===== src/rspe_pkg.sv =====
package rspe_pkg;

  localparam int CNT_W = 5;
  localparam logic [CNT_W-1:0] PARITY_RESET = 5'd10;
  localparam logic [CNT_W-1:0] PARITY_MIN   = 5'd2;
  // low byte of the field polynomial 0x11D
  localparam logic [7:0] FIELD_POLY_LO = 8'h1D;
  localparam logic [7:0] ALPHA = 8'h02;

  typedef struct packed {
    logic [7:0] data_byte;
    logic       block_end;
  } rspe_in_t;

  typedef struct packed {
    logic [7:0]       parity_byte;
    logic [CNT_W-1:0] parity_position;
    logic             run_last;
  } rspe_out_t;

  // remainder register control
  typedef struct packed {
    logic step;
    logic clear;
  } rspe_step_t;

  // parity buffer load control
  typedef struct packed {
    logic             load;
    logic [CNT_W-1:0] count;
  } rspe_load_t;

  // GF(256) multiply, shift and add with reduction
  function automatic logic [7:0] gf_mul(logic [7:0] a, logic [7:0] b);
    logic [7:0] acc;
    logic [7:0] sh;
    acc = '0;
    sh  = a;
    for (int k = 0; k < 8; k++) begin
      if (b[k]) acc = acc ^ sh;
      sh = {sh[6:0], 1'b0} ^ (sh[7] ? FIELD_POLY_LO : 8'h00);
    end
    return acc;
  endfunction

endpackage


===== src/reed_solomon_parity_encoder_top.sv =====
// Reed-Solomon parity encoder, GF(256), field polynomial 0x11D (QR code).
// Input channel (in_valid/in_ready/in_data): one message byte per transfer,
// block_end set on the last byte of a block. Bytes are absorbed at one per
// cycle, back to back, across block boundaries.
// Output channel (out_valid/out_ready/out_data): after a block_end byte the
// block emits parity_count parity bytes, highest-order coefficient first,
// with parity_position counting from 0 and run_last on the final one.
// With the parity buffer free, a block_end byte passes from the input
// register into the parity buffer, whose first byte is then valid; the
// run then drains at one byte per cycle while out_ready holds.
// The next block's message bytes keep flowing while a run drains; only a
// further block_end byte waits until the parity buffer is free.
// A stalled receiver holds the current parity byte; the message side stalls
// only at its next block_end.
// Config channel (cfg_valid/cfg_ready/cfg_data): always ready; sets the parity
// count, clamped to 2..MAX_PARITY, and picks the generator row from a
// constant table. Write only while the block is idle.
// Reset: remainder cleared, no run pending, parity count 10.
module reed_solomon_parity_encoder_top import rspe_pkg::*; #(
  parameter int MAX_PARITY = 30
) (
  input  logic             clk,
  input  logic             rst,
  input  logic             in_valid,
  output logic             in_ready,
  input  rspe_in_t         in_data,
  output logic             out_valid,
  input  logic             out_ready,
  output rspe_out_t        out_data,
  input  logic             cfg_valid,
  output logic             cfg_ready,
  input  logic [CNT_W-1:0] cfg_data
);

  localparam int ROW_W    = MAX_PARITY * 8;
  localparam int TBL_ROWS = 2 ** CNT_W;

  // generator coefficients without the leading 1, one row per degree
  function automatic logic [TBL_ROWS*ROW_W-1:0] build_gen_table();
    logic [TBL_ROWS*ROW_W-1:0] tbl;
    logic [7:0]                poly [TBL_ROWS];
    logic [7:0]                root;
    tbl  = '0;
    root = 8'h01;
    for (int j = 0; j < TBL_ROWS; j++) poly[j] = 8'h00;
    poly[0] = 8'h01;
    for (int k = 0; k < TBL_ROWS - 1; k++) begin
      for (int j = k + 1; j >= 1; j--) poly[j] = poly[j] ^ gf_mul(poly[j-1], root);
      for (int j = 1; j <= k + 1; j++) begin
        if (j - 1 < MAX_PARITY) tbl[(k+1)*ROW_W + (j-1)*8 +: 8] = poly[j];
      end
      root = gf_mul(root, ALPHA);
    end
    return tbl;
  endfunction

  localparam logic [TBL_ROWS*ROW_W-1:0] GEN_TABLE = build_gen_table();

  function automatic logic [CNT_W-1:0] clamp_count(logic [CNT_W-1:0] v);
    if (v < PARITY_MIN) return PARITY_MIN;
    if (int'(v) > MAX_PARITY) return CNT_W'(MAX_PARITY);
    return v;
  endfunction

  // configuration: effective degree and its generator row
  logic [CNT_W-1:0] n_sel;
  logic [CNT_W-1:0] n_r;
  logic [ROW_W-1:0] coef_row;

  assign cfg_ready = 1'b1;
  assign n_sel     = clamp_count(rst ? PARITY_RESET : cfg_data);

  always_ff @(posedge clk) begin
    if (rst || cfg_valid) begin
      n_r      <= n_sel;
      coef_row <= GEN_TABLE[n_sel*ROW_W +: ROW_W];
    end
  end

  // input register
  logic       in_v;
  rspe_in_t   in_r;
  logic       free;
  logic       adv;

  assign adv      = in_v && (!in_r.block_end || free);
  assign in_ready = !in_v || adv;

  always_ff @(posedge clk) begin
    if (rst) begin
      in_v <= 1'b0;
    end else if (in_valid && in_ready) begin
      in_v <= 1'b1;
      in_r <= in_data;
    end else if (adv) begin
      in_v <= 1'b0;
    end
  end

  rspe_step_t       step_ctl;
  rspe_load_t       load_ctl;
  logic [ROW_W-1:0] rem_next;

  assign step_ctl.step  = adv;
  assign step_ctl.clear = in_r.block_end;
  assign load_ctl.load  = adv && in_r.block_end;
  assign load_ctl.count = n_r;

  rspe_lfsr #(
    .MAX_PARITY(MAX_PARITY)
  ) u_lfsr (
    .clk      (clk),
    .rst      (rst),
    .ctl      (step_ctl),
    .data_byte(in_r.data_byte),
    .n        (n_r),
    .coef     (coef_row),
    .rem_next (rem_next)
  );

  rspe_drain #(
    .MAX_PARITY(MAX_PARITY)
  ) u_drain (
    .clk      (clk),
    .rst      (rst),
    .ctl      (load_ctl),
    .load_data(rem_next),
    .free     (free),
    .out_valid(out_valid),
    .out_ready(out_ready),
    .out_data (out_data)
  );

`ifndef SYNTH
  a_degree_range: assert property (@(posedge clk) disable iff (rst)
    (n_r >= PARITY_MIN) && (int'(n_r) <= MAX_PARITY))
    else $error("effective parity count out of range");
`endif

endmodule


===== src/rspe_lfsr.sv =====
module rspe_lfsr import rspe_pkg::*; #(
  parameter int MAX_PARITY = 30
) (
  input  logic                    clk,
  input  logic                    rst,
  input  rspe_step_t              ctl,
  input  logic [7:0]              data_byte,
  input  logic [CNT_W-1:0]        n,
  input  logic [MAX_PARITY*8-1:0] coef,
  output logic [MAX_PARITY*8-1:0] rem_next
);

  logic [MAX_PARITY*8-1:0] rem;
  logic [7:0]              fb;

  assign fb = data_byte ^ rem[7:0];

  // one division step; bytes at and beyond the degree keep their values
  always_comb begin
    for (int i = 0; i < MAX_PARITY; i++) begin
      if (i + 1 < int'(n)) begin
        if (i + 1 < MAX_PARITY) begin
          rem_next[i*8 +: 8] = rem[(i+1)*8 +: 8] ^ gf_mul(fb, coef[i*8 +: 8]);
        end else begin
          rem_next[i*8 +: 8] = gf_mul(fb, coef[i*8 +: 8]);
        end
      end else if (i + 1 == int'(n)) begin
        rem_next[i*8 +: 8] = gf_mul(fb, coef[i*8 +: 8]);
      end else begin
        rem_next[i*8 +: 8] = rem[i*8 +: 8];
      end
    end
  end

  always_ff @(posedge clk) begin
    if (rst) begin
      rem <= '0;
    end else if (ctl.step) begin
      rem <= ctl.clear ? '0 : rem_next;
    end
  end

endmodule


===== src/rspe_drain.sv =====
module rspe_drain import rspe_pkg::*; #(
  parameter int MAX_PARITY = 30
) (
  input  logic                    clk,
  input  logic                    rst,
  input  rspe_load_t              ctl,
  input  logic [MAX_PARITY*8-1:0] load_data,
  output logic                    free,
  output logic                    out_valid,
  input  logic                    out_ready,
  output rspe_out_t               out_data
);

  localparam int ROW_W = MAX_PARITY * 8;

  logic [ROW_W-1:0] pbuf;
  logic [CNT_W-1:0] count;
  logic [CNT_W-1:0] pos;

  assign out_valid                = (count != '0);
  assign out_data.parity_byte     = pbuf[7:0];
  assign out_data.parity_position = pos;
  assign out_data.run_last        = (count == CNT_W'(1));
  assign free = (count == '0) || ((count == CNT_W'(1)) && out_ready);

  always_ff @(posedge clk) begin
    if (rst) begin
      count <= '0;
      pos   <= '0;
    end else if (ctl.load) begin
      pbuf  <= load_data;
      count <= ctl.count;
      pos   <= '0;
    end else if (out_valid && out_ready) begin
      pbuf  <= pbuf >> 8;
      count <= count - CNT_W'(1);
      pos   <= pos + CNT_W'(1);
    end
  end

`ifndef SYNTH
  a_load_when_free: assert property (@(posedge clk) disable iff (rst)
    ctl.load |-> free)
    else $error("parity buffer loaded while busy");
  a_load_count: assert property (@(posedge clk) disable iff (rst)
    ctl.load |=> (count == $past(ctl.count)) && (pos == '0))
    else $error("parity run length not taken on load");
  a_run_span: assert property (@(posedge clk) disable iff (rst)
    out_valid |-> (int'(pos) + int'(count) <= MAX_PARITY))
    else $error("parity run exceeds buffer depth");
`endif

endmodule


===== config.mk =====
export PLATFORM = sky130hd
export DESIGN_NAME = reed_solomon_parity_encoder_top
export DESIGN_NICKNAME = d
export VERILOG_FILES = /design/src/rspe_pkg.sv /design/src/reed_solomon_parity_encoder_top.sv /design/src/rspe_lfsr.sv /design/src/rspe_drain.sv
export SDC_FILE = /design/constraint.sdc
export NUM_CORES = 2
export LEC_CHECK = 0
export BUFFER_PORTS_ARGS = -buffer_cell sky130_fd_sc_hd__buf_4
export CAP_MARGIN = 0
export CORE_ASPECT_RATIO = 1.5
export CORE_MARGIN = 1.5
export CORE_UTILIZATION = 30
export CTS_BUF_LIST = sky130_fd_sc_hd__clkbuf_2 sky130_fd_sc_hd__clkbuf_4 sky130_fd_sc_hd__clkbuf_8
export DETAILED_ROUTE_END_ITERATION = 7
export PLACE_DENSITY_LB_ADDON = 0.08
export SKIP_CTS_REPAIR_TIMING = 1
export SYNTH_ARGS = -nofsm -noshare
export SYNTH_HDL_FRONTEND = slang
export SYNTH_SLANG_ARGS = --single-unit

===== constraint.sdc =====
create_clock -name clk -period 24.5 [get_ports clk]
set_input_delay 4.9 -clock clk [delete_from_list [all_inputs] [get_ports clk]]
set_output_delay 4.9 -clock clk [all_outputs]
set_load 0.01 [all_outputs]

==> results_dict.tcl <==
set metrics [dict create \
    status "finished, violations left" \
    violations "capacitance limit, slew limit" \
    slew_headroom -0.00132 \
    maxCapViolations 1 \
    portBuffers 34 \
    netlist.area_leader.share 0.234 \
    via_per_inst 5.34 \
    path_class "input port to output port" \
    finalSetupViolations 0 \
    fillCellCount 21300 \
    finalHoldViolations 0 \
    routed_wl_um 294000 \
    ant_nets 0 \
    die_h_um 555 \
    vias 54100 \
    period_minus_slack_ps 10910 \
    cpPeakStageDelay_ps 530 \
    clockBufferDepth 4 \
    ys_async_sr_fraction 0 \
    fin_crit_sh 0.445 \
    cts.sinks 726 \
    cts_tree "yes" \
    required_ps 19600 \
    ys_seq_elements 726 \
    synth_edf_count 475 \
    path_common_cell "buf_4" \
    route.detailed.drc 0 \
    wl_met3_um 14300 \
    clk_pin_slew_ps 60 \
    top_layer "met5" \
    synth_ff_type "edfxtp_1" \
    p_per_area_nw_per_um2 150 \
    fin_nets 7410 \
    synth_nets 7772 \
    p_clk_frac 0.135 \
    hold_class "register to register" \
    vdd_drop_max_mv 0.0747 \
    wl_met1_um 118000 \
    total_power_mw 9.93 \
    root_buffer "clkbuf_8" \
    drv_slew 1 \
    cp_max_fo 5 \
    core_um2 202000 \
    worstPathCellList "buf_4 > a21oi_1 > o41ai_1 > inv_1 > nand2_1 > buf_4" \
    syn-mean-instance-area_um2 7.88 \
    min_path_cells 2 \
    power_frac_comb 0.675 \
    drtIter0Drc 4744 \
    floorplan.rows 202 \
    synth.area.top_cells "edfxtp_1, xnor2_1, nand2_1" \
    clk_latency_ps 930 \
    wl_met2_um 145000 \
    start_util 0.302 \
    fp.dieW_um 371 \
    netlist_area_um2 60900 \
    dieArea_um2 206000 \
    total_leakage_power_nw 23.5 \
    yosysUniqueCellTypes 77 \
    synth_top_area_cell "edfxtp_1" \
    worst_path_max_delay_cell "o41ai_1" \
    detailedPlacementHpwl_um 204000 \
    swShare 0.503 \
    r2r_cells 13 \
    worst_pin_slew_ps 1490 \
    grt_use_total 0.280 \
    stdcell_area_um2 66100 \
    cts_max_level 4 \
    p_int_mw 4.94 \
    clock_skew_ps 68.3 \
    grt.overflow.total 0 \
    placed_area_um2 63200 \
    wl_per_cell_um 29.0 \
    seqPwrFrac 0.190 \
    area_growth_syn_to_layout_pct 8.57 \
    cts_buffers 144 \
    final_layout_size_suffix_gt1_frac 0.0829 \
    fmax_ghz 0.0916 \
    end_kind "output port" \
    antenna_found_initial 21 \
    power.net_switching_mw 4.99 \
    synthCells 7728 \
    grt_start_max_net_pins 130 \
    firstDrtPassIters 6 \
    ys_seq_area_frac 0.317 \
    gp_congestion 1.01 \
    grt_pass1_vias 53000 \
    finalSetupTns_ps 0 \
    crit_arrival_ps 6010 \
    final_util 0.328 \
    grt_pass1_wl_um 414000 \
    io-pin-count 36 \
    start_kind "input port" \
    yosys_warnings 0 \
    hold_ws_ps 487 \
    rsz0062_at_grt "no" \
]
-- cells in the final DEF, fill, tap and decap left out, drive strengths merged, types with 10 or more instances in the layout --
cell type  netlist  layout
a211oi          30      30
a21o            21      21
a21oi          279     279
a221oi          32      32
a22o           115     115
a22oi          104     104
a311oi          13      13
a31oi           35      35
a32oi           13      13
and2            24      24
and3            18      18
buf            310     204
clkbuf         402     197
clkinv           4      34
dfxtp          251     251
diode            0      15
edfxtp         475     475
ha              25      25
inv             24      27
mux2            96      96
mux2i           56      56
nand2         2320    2320
nand2b          19      19
nand3           58      58
nand3b          10      10
nor2           447     447
nor2b           11      11
nor3            65      65
o211ai          13      13
o21a            17      17
o21ai          496     496
o221ai          32      32
o22ai           64      64
o31ai           21      21
xnor2         1314    1314
xnor3           65      65
xor2           340     340
-- logic make-up (layout without fill, tap and decap cells) --
group | Yosys count | in the layout | synth area share
DFF | 726 | 726 | 0.317
AOI/OAI and AO/OA | 1354 | 1354 | 0.139
adders and majority gates | 26 | 26 | 0.00530
xor gates and xnor gates | 1721 | 1721 | 0.266
buffers and inverters | 740 | 475 | 0.0518
other | 1 | 16 | 0.0000616
muxes | 152 | 152 | 0.0270
and+or+nand+nor | 3008 | 3008 | 0.194
-- worst paths after layout --
kind	from	end	slack (ps)
min reg2reg	u_lfsr.rem[172]$_SDFFE_PP0P_	u_lfsr.rem[172]$_SDFFE_PP0P_	490
max reg2reg	u_lfsr.rem[3]$_SDFFE_PP0P_	u_drain.pbuf[67]$_DFFE_PP_	18870
max	out_ready	in_ready	13590
min	u_lfsr.rem[172]$_SDFFE_PP0P_	u_lfsr.rem[172]$_SDFFE_PP0P_	490
-- synth_stat cells (all sizes together), types with 96 or more instances --
library cell and count:
nor2 447, a22o 115, edfxtp 475, clkbuf 402, a22oi 104, a21oi 279, xnor2 1314, buf 310
nand2 2320, mux2 96, o21ai 496, dfxtp 251, xor2 340
-- power by group through the flow --
stage	combinational (mW)	sequential, mW	clock [mW]
floorplan	4.86	1.74	0
global placement	6.67	1.91	0
detailed placement	6.70	1.91	0
CTS	6.74	1.89	1.38
global route	7.17	1.91	1.42
finish	6.70	1.89	1.34
-- state kept, by name, indices dropped and copies added, names as in the netlist --
register / count
coef_row: 221
in_r: 9
in_v: 1
n_r: 5
u_drain.count: 5
u_drain.pbuf: 240
u_drain.pos: 5
u_lfsr.rem: 240
-- critical path, delay by kind of cell --
kind	cells	cell delay [ps]
buffers and inverters	3	390
and+or+nand+nor	1	120
AOI/OAI and AO/OA	2	600
-- per-stage QoR --
step           worst slack [ps]  instances
5_1_grt                   13480      10100
6_report                  13590      10100
3_5_place_dp              13580       9872
2_1_floorplan              5960       7728
4_1_cts                   13580      10100
3_3_place_gp              13540       9872
-- layout make-up --
type	count	area, µm²	area share
inverters	28	105	0.00159
well taps	2652	3320	0.0502
clock inverters	46	445	0.00674
flip-flops and latches	726	19300	0.292
repair buffers	204	1570	0.0237
diodes	15	37.5	0.000568
clock buffers	197	2440	0.0369
multi-input cells	6262	38900	0.588
-- metal layers --
metal,track usage,vias to the layer above
met3,0.0339,546
met5,0,-
met1,0.340,26900
li1,-,24900
met2,0.484,1843
met4,0.143,10
(Power assumes the default switching activity.)
